--- src/rtl/ofgp_pkg.sv ---
`timescale 1ns / 1ps
// ----------------------------------------------------------------------------
// ofgp_pkg: shared types and constants of the gradient product block
// Register indexes, result widths, queue sizing and the flag group that
// travels with every beat from the front end to the multiplier back end.
// ----------------------------------------------------------------------------
package ofgp_pkg;

  // Configuration register indexes.
  localparam int unsigned CFG_IDX_W = 1;
  localparam logic [CFG_IDX_W-1:0] REG_FRAME_WIDTH  = 1'b0;
  localparam logic [CFG_IDX_W-1:0] REG_FRAME_HEIGHT = 1'b1;
  localparam int unsigned CFG_DATA_W = 16;

  // Geometry register widths and reset values.
  localparam int unsigned FW_W = 11;
  localparam int unsigned FH_W = 16;
  localparam logic [FW_W-1:0] FRAME_WIDTH_RST  = 11'd1024;
  localparam logic [FH_W-1:0] FRAME_HEIGHT_RST = 16'd1024;
  localparam logic [FH_W-1:0] MIN_HEIGHT = 16'd3;

  // Result field widths.
  localparam int unsigned XX_W = 18;
  localparam int unsigned XY_W = 19;
  localparam int unsigned YY_W = 18;
  localparam int unsigned XT_W = 18;
  localparam int unsigned YT_W = 18;
  localparam int unsigned OUT_FIELDS_W = XX_W + XY_W + YY_W + XT_W + YT_W;
  localparam int unsigned OUT_DATA_W = ((OUT_FIELDS_W + 7) / 8) * 8;

  // Queue between front end and back end.
  localparam int unsigned QUEUE_DEPTH = 4;
  localparam int unsigned QUEUE_AW = $clog2(QUEUE_DEPTH);

  // Flags carried with each beat.
  typedef struct packed {
    logic out_valid;
    logic frame_last;
  } ofgp_flags_t;

endpackage

--- src/rtl/ofgp_back.sv ---
`timescale 1ns / 1ps
// ----------------------------------------------------------------------------
// ofgp_back: product stage and output register
// Pops one queue entry whenever the output register is free or being
// taken, forms the five products and holds the result beat.
// ----------------------------------------------------------------------------
module ofgp_back #(
  parameter int unsigned PIXEL_BITS = 8,
  parameter int unsigned QDW        = 29
) (
  input  logic                                 clk,
  input  logic                                 rst,
  input  logic                                 q_valid,
  input  ofgp_pkg::ofgp_flags_t                q_flags,
  input  logic [QDW-1:0]                       q_data,
  output logic                                 q_pop,
  output logic                                 m_tvalid,
  input  logic                                 m_tready,
  output logic [ofgp_pkg::OUT_DATA_W-1:0]      m_tdata,
  output logic                                 m_tlast,
  output logic                                 m_tuser
);

  localparam int unsigned PB = PIXEL_BITS;
  localparam int unsigned SW = PB + 2;
  localparam int unsigned DW = PB + 1;
  localparam int unsigned PW = 2 * SW;
  localparam int unsigned EW = (PW > ofgp_pkg::XY_W) ? PW : ofgp_pkg::XY_W;
  localparam int unsigned PAD = ofgp_pkg::OUT_DATA_W - ofgp_pkg::OUT_FIELDS_W;

  logic signed [SW-1:0]      sx;
  logic signed [SW-1:0]      sy;
  logic signed [DW-1:0]      dt;
  logic signed [PW-1:0]      p_xx;
  logic signed [PW-1:0]      p_xy;
  logic signed [PW-1:0]      p_yy;
  logic signed [SW+DW-1:0]   p_xt;
  logic signed [SW+DW-1:0]   p_yt;
  logic signed [EW-1:0]      e_xx;
  logic signed [EW-1:0]      e_xy;
  logic signed [EW-1:0]      e_yy;
  logic signed [EW-1:0]      e_xt;
  logic signed [EW-1:0]      e_yt;

  // Products of the popped entry, sign-extended before the low bits are kept.
  always_comb begin
    sx   = $signed(q_data[QDW-1 -: SW]);
    sy   = $signed(q_data[DW+SW-1 -: SW]);
    dt   = $signed(q_data[DW-1:0]);
    p_xx = sx * sx;
    p_xy = sx * sy;
    p_yy = sy * sy;
    p_xt = sx * dt;
    p_yt = sy * dt;
    e_xx = EW'(p_xx);
    e_xy = EW'(p_xy);
    e_yy = EW'(p_yy);
    e_xt = EW'(p_xt);
    e_yt = EW'(p_yt);
  end

  assign q_pop = q_valid && (!m_tvalid || m_tready);

  // Output register valid.
  always_ff @(posedge clk) begin
    if (rst) begin
      m_tvalid <= 1'b0;
    end else if (q_pop) begin
      m_tvalid <= 1'b1;
    end else if (m_tready) begin
      m_tvalid <= 1'b0;
    end
  end

  // Output register payload.
  always_ff @(posedge clk) begin
    if (q_pop) begin
      m_tdata <= {PAD'(0),
                  e_yt[ofgp_pkg::YT_W-1:0],
                  e_xt[ofgp_pkg::XT_W-1:0],
                  e_yy[ofgp_pkg::YY_W-1:0],
                  e_xy[ofgp_pkg::XY_W-1:0],
                  e_xx[ofgp_pkg::XX_W-1:0]};
      m_tlast <= q_flags.frame_last;
      m_tuser <= q_flags.out_valid;
    end
  end

endmodule

--- config.mk ---
export PLATFORM = sky130hd
export DESIGN_NAME = ofgp_back
export DESIGN_NICKNAME = d
export VERILOG_FILES = /design/src/rtl/ofgp_pkg.sv /design/src/rtl/ofgp_back.sv
export SDC_FILE = /design/constraint.sdc
export NUM_CORES = 1
export LEC_CHECK = 0
export BUFFER_PORTS_ARGS = -buffer_cell sky130_fd_sc_hd__buf_2
export CAP_MARGIN = 20
export CORE_AREA = 2 2 190 192
export DETAILED_ROUTE_END_ITERATION = 8
export DIE_AREA = 0 0 192 194
export GPL_ROUTABILITY_DRIVEN = 0
export PLACE_DENSITY_LB_ADDON = 0.1
export SLEW_MARGIN = 20
export SYNTH_ARGS = -nofsm -noshare
export SYNTH_HDL_FRONTEND = slang
export SYNTH_SLANG_ARGS = --single-unit
--- constraint.sdc ---
create_clock -name clk -period 13.05 [get_ports clk]
set_clock_uncertainty 0.05 [all_clocks]
set_input_delay 1.9575 -clock clk [delete_from_list [all_inputs] [get_ports clk]]
set_output_delay 1.9575 -clock clk [all_outputs]
set_load 0.005 [all_outputs]
* Word-level counts from Yosys, hierarchy flattened *
Cells that the tools add are included.

storage, ports and cells
  register bits after elaboration = 94
  bits of input ports = 35

operators by class
  $mul = 5
  mux-type cells = 2
  reductions and logical operators = 4

operator list
  kind               number
  $mul 10x10->18     2
  $mul 10x9->18      2
  $mul 10x10->19     1
  $mux 1             2
  $reduce_bool 2->1  1
  $logic_and 1x1->1  1
  $logic_not 1->1    1
  $logic_or 1x1->1   1

* Depth between registers and ports, before layout *
  depth after elaboration = 4
  gate-level depth with buffers = 20
  gate-level depth less buffers = 18

* Worst setup path after synthesis *
OpenSTA, ideal clock, no wires.

  kind = input port to output port
  start = input m_tready
  end = output q_pop
  data arrival time = 8.692 ns
  slack = 2.350 ns
  cell stages on the path = 2
  path through = inv_1 a21boi_0

between the ends
  longest elaborated chain between the ends = 2

RTL lines
  item               line             RTL
  start, declared    ofgp_back.sv:18  input logic m_tready,
  $logic_or 1x1->1   ofgp_back.sv:62  assign q_pop = q_valid && (!m_tvalid || m_tready);
  $logic_and 1x1->1  ofgp_back.sv:62
  end, declared      ofgp_back.sv:16  output logic q_pop,

No other way between the ends.

* Final worst setup path *
  start = input q_data[18]
  end = register m_tdata[36] in the netlist's numbering (data pin)

between the ends
  longest elaborated chain between the ends = 1

RTL lines
  item                  line             RTL
  start, declared       ofgp_back.sv:15  input logic [QDW-1:0] q_data,
  $mul 10x10->19        ofgp_back.sv:51  p_xy = sx * sy;
  net e_xy[18]          ofgp_back.sv:40  logic signed [EW-1:0] e_xy;
  end signal, assigned  ofgp_back.sv:78  m_tdata <= {PAD'(0),
  end, declared         ofgp_back.sv:19  output logic [ofgp_pkg::OUT_DATA_W-1:0] m_tdata,

The timed path passes the listed nets, and every way through them passes these cells.
A chain may end at the register's enable or synchronous reset.

==> impl_metrics.json <==
{
  "status": "finished clean",
  "max_slew.worst_pin.slew_ns": 0.898,
  "hold_buffers": 0,
  "yosys_most_used_dff": "edfxtp_1",
  "clockRootBuffer": "clkbuf_16",
  "pre_cts_ws_ns": 5.70,
  "grt_max_degree": 60,
  "cp.depth": 17,
  "crit_chain": "buf_2 > inv_1 > nor2_1 > fa_1 > fa_1 > fa_1 > fa_1 > inv_1 > fa_1 > inv_1 > ha_1 > a21o_1 > a21oi_1 > o21ai_0 > o21a_1 > o41a_1 > xnor2_1",
  "hp-class": "reg -> reg",
  "cp_max_fo": 23,
  "h-tree-depth": 3,
  "final_layout_size_suffix_gt1_frac": 0.0719,
  "yosysUniqueCellTypes": 49,
  "firstDrtPassIters": 5,
  "setup_slack_ns": 6.09,
  "core.rowCount": 69,
  "cts.sinks": 92,
  "cts_tree": "built",
  "route.met2.wl_um": 20200,
  "drt_iter0_drc": 521,
  "vias": 13200,
  "regArea_mm2": 0.00275,
  "ir_drop_uv": 255,
  "seq_area_frac_synth": 0.141,
  "grt_use_total": 0.234,
  "cp_common_cell": "fa_1",
  "wirelength_met1_um": 17000,
  "clockBufferDepth": 2,
  "synth_seq_cells": 92,
  "n_antenna_cell": 0,
  "route.detailed.drc": 0,
  "cts_setup_buffers": 0,
  "fillerInstances": 3143,
  "worstPathArrival_ns": 7.02,
  "period_needed_ns": 6.96,
  "worstPathRequired_ns": 13.11,
  "path_class": "in -> reg",
  "synth_compound_area_frac": 0.0442,
  "netlist_top_cells_count": "inv_1, fa_1, ha_1",
  "post-dp-hpwl_um": 30800,
  "fmax_ghz": 0.144,
  "synth_top_area_cell": "fa_1",
  "grt_pass1_wl_um": 69500,
  "syn2layout_area_growth_pct": 6.56,
  "power_density_mw_per_mm2": 224,
  "cts_inserted_buffers": 9,
  "slew_headroom": 0.402,
  "synth_top_area_share": 0.389,
  "avgRoutedWirePerCell_um": 15.3,
  "routed_wl_um": 39500,
  "synthArstFlopShare": 0,
  "synth-edff-count": 91,
  "cp-start-kind": "input port",
  "path_clk_slew_ns": 0.07,
  "ys_warn_count": 0,
  "synth_top_family_by_area": "adder cells",
  "clk_latency_ns": 0.37,
  "die_h_um": 194,
  "rsz0062_at_grt": "no",
  "antenna_left": 0,
  "grt_pass1_vias": 14700,
  "synth_xor_area_frac": 0.0483,
  "routed_via_density": 5.14,
  "rr_worst_depth": 3,
  "syn_inst": 2041,
  "final_nets": 2735,
  "cp_top_family": "adder cells",
  "cp-end-kind": "register",
  "maxCapViolations": 0,
  "synth_area_leaders": "fa_1, edfxtp_1, ha_1",
  "ctsResizeCount": 0,
  "met3_length_um": 1580,
  "path_buf_inv": 4,
  "antenna_found_initial": 0,
  "synthAdderAreaFrac": 0.523,
  "setup-violations-final": 0,
  "initial_core_util": 0.556,
  "coreArea_mm2": 0.0352,
  "holdPathStages": 2,
  "synthMuxAreaShare": 0.00153,
  "power_leakage_nw": 11.0,
  "io_pins": 135,
  "die_w_um": 192,
  "cp_slowest_cell": "fa_1",
  "yosys.area_share.simple": 0.121,
  "avgSynthCellArea_um2": 9.59,
  "max_stage_delay_ns": 0.51,
  "yosysMostFrequentCell": "inv_1",
  "final.setup.tns_ns": 0,
  "finalHoldViolations": 0,
  "overflow": 0,
  "top_layer_used": "met4",
  "finalMaxSlewViolations": 0,
  "syn-cell-area_mm2": 0.0196,
  "fin_crit_sh": 0.534,
  "portBuffers": 127,
  "multi_input_area_mm2": 0.0145,
  "die_area_mm2": 0.0372
}
-- kinds of logic after synthesis --
logic type                 count (synthesis)
buffers and inverters                    623
adders and majority gates                591
and+or+nand+nor                          490
AOI/OAI and AO/OA                        133
xor gates and xnor gates                 108
DFF                                       92
muxes                                      3
other                                      1
-- per-stage QoR --
step | hold WS (ns) | instance area, um^2 | util | cells | total power, mW
detailed placement | 0.503 | 20500 | 0.583 | 2559 | 4.39
global placement | 0.494 | 20500 | 0.583 | 2559 | 4.32
global route | 0.550 | 20900 | 0.592 | 2575 | 5.31
CTS | 0.512 | 20900 | 0.592 | 2575 | 4.74
finish | 0.512 | 20900 | 0.592 | 2575 | 4.68
floorplan | 0.442 | 19600 | - | 2047 | 3.57
-- worst paths after layout --
| path | from | to | slack, ns |
|---|---|---|---|
| worst max register to register | m_tvalid | m_tdata[51] | 10.85 |
| worst min register to register | m_tvalid | m_tvalid | 0.51 |
| worst min-delay path | m_tvalid | m_tvalid | 0.51 |
| worst max-delay path | q_data[18] | m_tdata[36] | 6.09 |
-- where the power goes --
group          internal (mW)  leakage (nW)  switching, mW
combinational           1.68          9.95           2.00
clock                  0.188         0.167          0.127
sequential             0.654         0.891         0.0310
total                   2.52          11.0           2.16
-- worst register-to-register path, delay by kind of cell (launching register included) --
family                 cells  cell delay [ns]
buffers and inverters      2             1.19
DFF                        1             0.35
AOI/OAI and AO/OA          1             0.14
-- layout make-up --
type,instances,share of cell area
multi-input combinational,1332,0.695
inverter,545,0.0981
tap,461,0.0276
clock buffer,10,0.0110
timing repair buffer,129,0.0312
sequential,92,0.132
clock inverter,6,0.00540
-- registers in the layout, indices dropped and copies added, names as in the netlist --
name / flops
m_tlast: 1
m_tvalid: 1
m_tdata: 89
m_tuser: 1
-- cell usage in the layout, fill, tap and decap left out, drive strengths merged, types with 9 or more instances in the layout --
master,count
nor3,12
o21bai,9
clkbuf,10
a21o,19
xnor2,90
nand2,197
ha,211
and2,144
edfxtp,91
o21ai,27
a21oi,35
xor2,18
nor2b,20
buf,129
nand3,9
nand2b,15
fa,380
nor2,77
inv,546
-- metal layers --
layer	vias to the layer above	global-route usage
li1	6175	-
met1	6781	0.310
met2	232	0.409
met3	38	0.0279
met4	0	0.0608
met5	-	0
Power figures use the tool's default switching activity.
