===== src/rtl/ofgp_pkg.sv =====
`timescale 1ns / 1ps
// ----------------------------------------------------------------------------
// ofgp_pkg: shared types and constants of the gradient product block
// Register indexes, result widths, queue sizing and the flag group that
// travels with every beat from the front end to the multiplier back end.
// ----------------------------------------------------------------------------
package ofgp_pkg;

  // Configuration register indexes.
  localparam int unsigned CFG_IDX_W = 1;
  localparam logic [CFG_IDX_W-1:0] REG_FRAME_WIDTH  = 1'b0;
  localparam logic [CFG_IDX_W-1:0] REG_FRAME_HEIGHT = 1'b1;
  localparam int unsigned CFG_DATA_W = 16;

  // Geometry register widths and reset values.
  localparam int unsigned FW_W = 11;
  localparam int unsigned FH_W = 16;
  localparam logic [FW_W-1:0] FRAME_WIDTH_RST  = 11'd1024;
  localparam logic [FH_W-1:0] FRAME_HEIGHT_RST = 16'd1024;
  localparam logic [FH_W-1:0] MIN_HEIGHT = 16'd3;

  // Result field widths.
  localparam int unsigned XX_W = 18;
  localparam int unsigned XY_W = 19;
  localparam int unsigned YY_W = 18;
  localparam int unsigned XT_W = 18;
  localparam int unsigned YT_W = 18;
  localparam int unsigned OUT_FIELDS_W = XX_W + XY_W + YY_W + XT_W + YT_W;
  localparam int unsigned OUT_DATA_W = ((OUT_FIELDS_W + 7) / 8) * 8;

  // Queue between front end and back end.
  localparam int unsigned QUEUE_DEPTH = 4;
  localparam int unsigned QUEUE_AW = $clog2(QUEUE_DEPTH);

  // Flags carried with each beat.
  typedef struct packed {
    logic out_valid;
    logic frame_last;
  } ofgp_flags_t;

endpackage


===== src/rtl/ofgp_queue.sv =====
`timescale 1ns / 1ps
// ----------------------------------------------------------------------------
// ofgp_queue: short first-in first-out queue
// Decouples the pixel front end from the multiplier back end. The head
// entry is presented without delay whenever the queue is not empty.
// ----------------------------------------------------------------------------
module ofgp_queue #(
  parameter int unsigned WIDTH = 32
) (
  input  logic                        clk,
  input  logic                        rst,
  input  logic                        push,
  input  logic [WIDTH-1:0]            wdata,
  input  logic                        pop,
  output logic [WIDTH-1:0]            rdata,
  output logic                        rvalid,
  output logic [ofgp_pkg::QUEUE_AW:0] count
);

  localparam int unsigned AW = ofgp_pkg::QUEUE_AW;

  logic [WIDTH-1:0] entries [ofgp_pkg::QUEUE_DEPTH];
  logic [AW-1:0]    wptr;
  logic [AW-1:0]    rptr;

  // Pointers and fill count.
  always_ff @(posedge clk) begin
    if (rst) begin
      wptr  <= '0;
      rptr  <= '0;
      count <= '0;
    end else begin
      if (push) begin
        wptr <= wptr + 1'b1;
      end
      if (pop) begin
        rptr <= rptr + 1'b1;
      end
      if (push && !pop) begin
        count <= count + 1'b1;
      end else if (pop && !push) begin
        count <= count - 1'b1;
      end
    end
  end

  // Storage.
  always_ff @(posedge clk) begin
    if (push) begin
      entries[wptr] <= wdata;
    end
  end

  assign rdata  = entries[rptr];
  assign rvalid = (count != '0);

endmodule


===== config.mk =====
export PLATFORM = sky130hd
export DESIGN_NAME = ofgp_queue
export DESIGN_NICKNAME = d
export VERILOG_FILES = /design/src/rtl/ofgp_pkg.sv /design/src/rtl/ofgp_queue.sv
export SDC_FILE = /design/constraint.sdc
export NUM_CORES = 1
export LEC_CHECK = 0
export BUFFER_PORTS_ARGS = -buffer_cell sky130_fd_sc_hd__buf_4
export CORE_ASPECT_RATIO = 1.25
export CORE_MARGIN = 2
export CORE_UTILIZATION = 40
export DETAILED_ROUTE_END_ITERATION = 8
export GPL_ROUTABILITY_DRIVEN = 0
export PLACE_DENSITY_LB_ADDON = 0.3
export SETUP_SLACK_MARGIN = 0.5
export SLEW_MARGIN = 20
export SYNTH_ARGS = -nofsm -noshare
export SYNTH_HDL_FRONTEND = slang
export SYNTH_SLANG_ARGS = --single-unit
export TNS_END_PERCENT = 1

===== constraint.sdc =====
create_clock -name clk -period 3.1 [get_ports clk]
set_input_delay 0.31 -clock clk [delete_from_list [all_inputs] [get_ports clk]]
set_output_delay 0.31 -clock clk [all_outputs]
set_load 0.03 [all_outputs]

== Word-level counts from Yosys, hierarchy flattened ==
Memory sizes are Yosys's and may differ from the RTL's. A register that Yosys moved wholly into a read port is not among the register bits.
Index checks and enable logic that the tools add are counted.

* Add/sub/neg operators: 4
* Multiplexer cells: 6
* Reduce and logical (&&, ||, !) cells: 6

{| class="wikitable"
|+ Operators with widths
! cell !! number
|-
| $mux W3 || 2
|-
| $add A2 B1 Y2 const B || 2
|-
| $mux W2 || 2
|-
| $add A3 B1 Y3 const B || 1
|-
| $reduce_bool A3 Y1 || 1
|-
| $sub A3 B1 Y3 const B || 1
|-
| $logic_and A1 B1 Y1 || 2
|-
| $logic_not A1 Y1 || 2
|-
| $mux W1 || 2
|-
| $reduce_bool A2 Y1 || 1
|}

* Register bits: 7
* Memory bits (writable): 128
* Input port bits: 36
* Output and inout port bits: 36
* Word-level logic and storage cells: 20
* Memories kept: 1

{| class="wikitable"
|+ Memories
! name !! depth !! bits a word !! rd ports !! clocked after Yosys merged registers in !! write ports !! RTL line !! text
|-
| entries || 4 || 32 || 1 || 1 || 1 || ofgp_queue.sv:22 || <nowiki>logic [WIDTH-1:0] entries [ofgp_pkg::QUEUE_DEPTH];</nowiki>
|}

== Longest topological paths before layout ==
Gate-level depths: netlist of the first run.

* Word-level depth: 4
* Depth in mapped cells: 7
* Gate-level depth less buffers: 7

== Worst setup path before layout of the first run ==
Ideal clock, no wire load.

* Path type: register to register
* Start point: register wptr[0]
* End point: memory entries[2][0] (enable)
* Setup time: 0.392 ns
* Data arrival time: 1.332 ns
* Data required time: 2.708 ns
* Path slack: 1.376 ns
* Cell stages (with the launch flop): 4
* Buffers on the path: 0
* Period minus slack after synthesis: 1.724 ns
* Cells stage by stage: dfxtp_1 > inv_1 > ha_1 > and2_1

{| class="wikitable"
|+ RTL lines
! item !! RTL line !! text
|-
| start: declaration || ofgp_queue.sv:23 || <nowiki>logic [AW-1:0] wptr;</nowiki>
|-
| start signal: assignment || ofgp_queue.sv:34 || <nowiki>wptr <= wptr + 1'b1;</nowiki>
|-
| end: declaration || ofgp_queue.sv:22 ||
|}

Straight into the memory's write port.

==> impl_metrics.py, run 1 <==
metrics = {
    "outcome": {
        "status": "finished, final reports clean",
    },
    "cts": {
        "h-tree-depth": 4,
        "ctsHoldBuffers": 0,
        "clk_latency_ns": 0.41,
        "clock-sinks": 137,
        "clkTransAtPathRegs_ns": 0.06,
        "postCtsSetupBuffers": 0,
        "cts_buffers": 17,
        "cts-root-buf": "clkbuf_16",
        "cts_tree": "yes",
        "cts_max_path_buffers": 2,
        "cts_resized": 0,
    },
    "power": {
        "powerDensity_nw_per_um2": 729,
        "power_leakage_nw": 2.19,
        "vdd.ir_drop.worst_mv": 0.301,
    },
    "timing": {
        "setup_violations": 0,
        "max_slew_margin": 0.397,
        "post-route-min-period_ns": 2.25,
        "hold_viol_final": 0,
        "max_freq_mhz": 444,
        "worstMarginPinSlew_ns": 0.905,
        "period_share": 0.727,
        "finalSetupTns_ns": 0,
        "final.setup_skew_ns": 0.00509,
        "rsz0062_at_grt": "no",
        "slew_violations": 0,
    },
    "synth": {
        "synth_area_per_cell_um2": 24.2,
        "ys_seq_area_frac": 0.792,
        "synth_seq_cells": 137,
        "synth_top_area_frac": 0.756,
        "synth_cell_types": 20,
        "ys_warn_count": 0,
        "syn_area_um2": 5080,
        "synth_nets": 252,
        "synth_area_leader_cell": "edfxtp_1",
        "synth.area.top_cells": "edfxtp_1 (76%), mux4_2 (13%), dfxtp_1 (3.5%)",
        "netlist_instances": 210,
    },
    "routing": {
        "firstDrtPassIters": 4,
        "avgViaCountPerCell": 4.77,
        "vias": 2267,
        "drc_errors": 0,
        "wl_um": 8300,
        "wl_per_cell_um": 17.5,
        "antenna_left": 0,
        "drt-initial-drc-count": 94,
    },
    "place": {
        "placed_area_um2": 5770,
        "portBuffers": 71,
        "hpwl_um": 4920,
    },
    "critical_path": {
        "rr_worst_depth": 3,
        "crit_path_start_kind": "flip-flop",
        "endpoint_kind": "output port",
        "crit_arrival_ns": 1.94,
        "reg2reg_from": "wptr[0]$_SDFFE_PP0P_",
        "worstPathMaxFanout": 11,
        "r2r-end": "entries[2][31]$_DFFE_PP_",
        "crit_path_end": "rdata[27]",
        "cp_data_required_time_ns": 2.79,
        "r2r_setup_slack_ns": 1.39,
        "critical_path_class": "flip-flop to output port",
    },
    "finish": {
        "fillerInstances": 1052,
        "drive_gt1_frac": 0.446,
        "fin_area_um2": 6330,
        "syn_to_final_growth_pct": 24.7,
        "n_antenna_cell": 0,
        "nets": 336,
    },
    "floorplanning": {
        "dieWidth_um": 105,
        "die_h_um": 130,
        "die_area_um2": 13600,
        "pin_count": 72,
        "fp.coreArea_um2": 12500,
        "num_rows": 46,
        "start_util": 0.405,
    },
    "grt": {
        "grt_max_degree": 33,
        "grt_pass1_wl_um": 12800,
        "grtUsageTotal": 0.130,
        "overflow": 0,
        "grt_pass1_vias": 2411,
        "antenna_found_initial": 0,
    },
    "worst_hold_path": {
        "hold_class": "input port to flip-flop",
    },
    "run": {
        "maxCapViolCount": 0,
    },
}
[power by group]
| group | switching, mW | internal, mW |
|---|---|---|
| logic | 0.313 | 0.244 |
| registers | 0.0458 | 2.12 |
| clock network | 0.706 | 1.18 |
[worst min-delay path by stage]
| stage | endpoint | cells past startpoint | start |
|---|---|---|---|
| after global routing | entries[1][17]$_DFFE_PP_ | 1 | wdata[17] |
| after floorplan | entries[0][0]$_DFFE_PP_ | 0 | wdata[0] |
| final | entries[1][16]$_DFFE_PP_ | 1 | wdata[16] |
| after global placement | count[2]$_SDFFE_PP0P_ | 2 | count[2]$_SDFFE_PP0P_ |
| after CTS | entries[1][16]$_DFFE_PP_ | 1 | wdata[16] |
| after detailed placement | count[2]$_SDFFE_PP0P_ | 2 | count[2]$_SDFFE_PP0P_ |
[critical path: stages, from the launching register on]
cell and delay [ns]:
dfxtp_2 0.49, buf_4 0.31, mux4_2 0.55, buf_4 0.19
[registers in the layout, summed over array words and instances, names as in the netlist, named ones only]
signal / cells
entries: 128
rptr: 2
wptr: 2
count: 3
[layout make-up]
type / instances / area (um^2) / area share
multi-input cells: 61 / 957 / 0.151
repair buffers: 73 / 561 / 0.0885
well taps: 168 / 210 / 0.0332
inverters: 4 / 15.0 / 0.00237
clock buffers: 21 / 440 / 0.0695
clock inverters: 11 / 125 / 0.0198
flip-flops and latches: 137 / 4030 / 0.636
[per-stage QoR]
| stage | total power, mW | hold WS, ns | std cells | setup slack [ns] | util |
|---|---|---|---|---|---|
| floorplan | 2.57 | 0.409 | 210 | 1.38 | - |
| global placement | 2.77 | 0.486 | 443 | 1.22 | 0.460 |
| detailed placement | 2.78 | 0.504 | 443 | 1.23 | 0.460 |
| CTS | 4.66 | 0.0868 | 475 | 0.791 | 0.505 |
| global route | 4.78 | 0.0911 | 475 | 0.722 | 0.505 |
| finish | 4.62 | 0.103 | 475 | 0.848 | 0.505 |
[placed cells by master, fill, tap and decap left out, drive strengths merged]
cell type    n
ha           5
o21ai        1
nand2        1
fa           1
edfxtp     128
mux4        32
clkinvlp     2
a21oi        1
dfxtp        9
buf         73
and2         4
nor2         7
xnor2        2
clkbuf      21
bufinv       2
xor2         3
mux2i        2
or3          2
clkinv       7
inv          4
[cell usage after synthesis]
cell type / number
xnor2_1: 2
mux4_1: 2
nand2_1: 1
xor2_1: 3
buf_12: 3
edfxtp_1: 128
and2_1: 4
inv_1: 4
fa_1: 1
nor2_1: 7
buf_6: 1
a21oi_1: 1
or3_1: 2
dfxtp_1: 9
mux2i_1: 2
mux4_2: 30
o21ai_0: 1
clkbuf_1: 1
buf_2: 3
ha_1: 5
[per-layer routing]
metal  routed length [um]  share of wire  vias up  track usage
met5                    0              0        -            0
met4                  122          0.015        0       0.0612
met3                  318          0.038        7       0.0435
met2                 4370           0.53       53        0.215
met1                 3490           0.42     1172        0.154
li1                     -              -     1035            -
[cells by family (layout without fill, tap and decap cells)]
logic type | Yosys count | count (layout) | synth area share
flip-flops | 137 | 137 | 0.792
multiplexers | 34 | 34 | 0.147
AND/OR/NAND/NOR | 14 | 14 | 0.0133
buffers and inverters | 12 | 109 | 0.0207
adder cells (fa/ha/maj) | 6 | 6 | 0.0163
XOR/XNOR | 5 | 5 | 0.00862
AO/OA/AOI/OAI | 2 | 2 | 0.00197
Power figures use the tool's default switching activity.
==> run 2, diff against run 1 <==
==> constraint.sdc (replaced) <==
create_clock -name clk -period 1.9 [get_ports clk]
set_input_delay 0.19 -clock clk [delete_from_list [all_inputs] [get_ports clk]]
set_output_delay 0.19 -clock clk [all_outputs]
set_load 0.03 [all_outputs]
==> run 2 against run 1 <==
- the flow now finishes with violations (setup timing)
- non-clock buffer count up 44
- critical path depth is 1 higher
- design area grew 13%
- critical path type unchanged
- largest power group is now clock
- highest routed layer unchanged
==> impl_metrics.py, run 2 (synthesis gave the netlist of run 1 again) <==
metrics = {
    "outcome": {
        "status": "finished with violations",
        "violations": "setup timing",
    },
    "routing": {
        "wl_met2_um": 4800,
        "avgViaCountPerCell": 4.79,
        "top_layer": "met4",
        "met1_length_um": 4100,
        "vias": 2486,
        "drt-initial-drc-count": 139,
        "wl_um": 9310,
        "antenna_left": 0,
        "route.met3.wl_um": 311,
        "wl_per_cell_um": 17.9,
        "drc_errors": 0,
        "firstDrtPassIters": 4,
    },
    "finish": {
        "final_cells": 519,
        "largest_registers": "entries x128, count x3",
        "final_common_cell": "edfxtp_1",
        "drive_gt1_frac": 0.476,
        "syn_to_final_growth_pct": 40.6,
        "nets": 380,
        "n_antenna_cell": 0,
        "layout_common_cells": "edfxtp_1 (128), buf_4 (44), dlygate4sd3_1 (33), buf_6 (33), mux4_2 (32)",
        "largest_reg_flops": 128,
        "fillerInstances": 1003,
        "regMostFlops": "entries",
    },
    "power": {
        "vdd.ir_drop.worst_mv": 0.727,
        "power_leakage_nw": 2.51,
        "finalPower_mw": 8.42,
        "powerDensity_nw_per_um2": 1180,
    },
    "grt": {
        "antenna_found_initial": 0,
        "overflow": 0,
        "grtUsageTotal": 0.145,
        "grt_max_degree": 33,
        "grt_pass1_wl_um": 14500,
        "grt_pass1_vias": 2651,
    },
    "cts": {
        "cts_max_path_buffers": 2,
        "clk_latency_ns": 0.40,
        "clock-sinks": 137,
        "clkTransAtPathRegs_ns": 0.06,
        "h-tree-depth": 4,
        "cts_buffers": 17,
        "cts-root-buf": "clkbuf_16",
        "cts_tree": "yes",
    },
    "critical_path": {
        "r2r_setup_slack_ns": 0.43,
        "rr_worst_depth": 4,
        "endpoint_kind": "output port",
        "worstPathMaxFanout": 5,
        "cp_data_required_time_ns": 1.71,
        "crit_path_end": "rdata[24]",
        "r2r-end": "count[2]$_SDFFE_PP0P_",
        "critical_path_class": "flip-flop to output port",
        "crit_path_start_kind": "flip-flop",
        "reg2reg_from": "count[0]$_SDFFE_PP0P_",
        "crit_arrival_ns": 1.75,
    },
    "place": {
        "dp.cells": 449,
        "hpwl_um": 5260,
        "dp_slack_ns": 0.138,
        "portBuffers": 71,
    },
    "timing": {
        "period_share": 1.02,
        "setup_violations": 15,
        "hold_viol_final": 0,
        "final.setup_skew_ns": 0.00594,
        "max_freq_mhz": 515,
        "max_slew_margin": 0.659,
        "post-route-min-period_ns": 1.94,
        "rsz0062_at_grt": "yes",
        "worstMarginPinSlew_ns": 0.512,
        "setup_ws_ns": -0.0401,
        "slew_violations": 0,
    },
    "worst_hold_path": {
        "hold_class": "input port to flip-flop",
    },
    "floorplanning": {
        "start_util": 0.405,
        "die_area_um2": 13600,
        "fp.coreArea_um2": 12500,
        "num_rows": 46,
        "pin_count": 72,
        "dieWidth_um": 105,
        "die_h_um": 130,
    },
    "run": {
        "maxCapViolCount": 0,
    },
}
## run 2: cell count changes in the layout (fill, tap and decap cells not counted), sizes merged
| cell | previous run | this run |
|---|---|---|
| buf | 73 | 83 |
| bufinv | 2 | 6 |
| clkbuf | 21 | 19 |
| clkinv | 7 | 3 |
| dlygate4sd3 | 0 | 33 |
| inv | 4 | 7 |
## run 2: repair_timing
| action | in CTS | in global routing |
|---|---|---|
| setup endpoints to repair | 98 | 98 |
| hold buffers | 33 | 0 |
| buffers inserted | 2 | 0 |
| cloned | 2 | 1 |
| pin swaps | 5 | 7 |
| resized for setup | 57 | 5 |
| endpoints found under the hold margin | 134 | 0 |
## run 2: power by group
group          internal, mW  switching (mW)  total, mW  leakage, nW
clock                  2.48            1.22       3.70        0.322
combinational         0.595           0.601       1.20        0.930
sequential             3.47          0.0565       3.52         1.25
## run 2: layout make-up
type / instances / area [um^2] / area share
multi-input combinational: 61 / 1000 / 0.140
tap: 168 / 210 / 0.0294
inverter: 4 / 20.0 / 0.00280
clock buffer: 18 / 429 / 0.0601
timing repair buffer: 117 / 1190 / 0.167
sequential: 137 / 4050 / 0.566
clock inverter: 14 / 244 / 0.0342
## run 2: worst min path at each step
stage              start                  endpoint  slack (ns)  depth (start not counted)
2_1_floorplan   wdata[0]   entries[0][0]$_DFFE_PP_        0.29                          0
3_3_place_gp    wdata[7]   entries[0][7]$_DFFE_PP_        0.39                          1
3_5_place_dp   wdata[11]  entries[0][11]$_DFFE_PP_        0.39                          1
4_1_cts              pop      rptr[0]$_SDFFE_PP0P_        0.05                          3
5_1_grt              pop      rptr[0]$_SDFFE_PP0P_        0.07                          3
6_report             pop      rptr[0]$_SDFFE_PP0P_        0.07                          3
## run 2: per-layer routing
layer | GRT usage | vias to the layer above
met5 | 0 | -
met4 | 0.0612 | 0
li1 | - | 1129
met3 | 0.0410 | 9
met2 | 0.235 | 54
met1 | 0.186 | 1294
## run 2: worst max-delay path: stages (launching register included)
cell and delay [ns]:
dfxtp_4 0.42, buf_12 0.13, clkbuf_16 0.14, mux4_2 0.50, buf_6 0.16
## run 2: per-stage QoR
step	setup TNS, ns	hold WS (ns)	area, um^2	util
5_1_grt	-1.50	0.0712	7140	0.569
3_5_place_dp	0	0.392	5830	0.464
2_1_floorplan	0	0.289	5080	-
3_3_place_gp	0	0.391	5830	0.464
6_report	-0.331	0.0677	7140	0.569
4_1_cts	-1.04	0.0495	7100	0.566
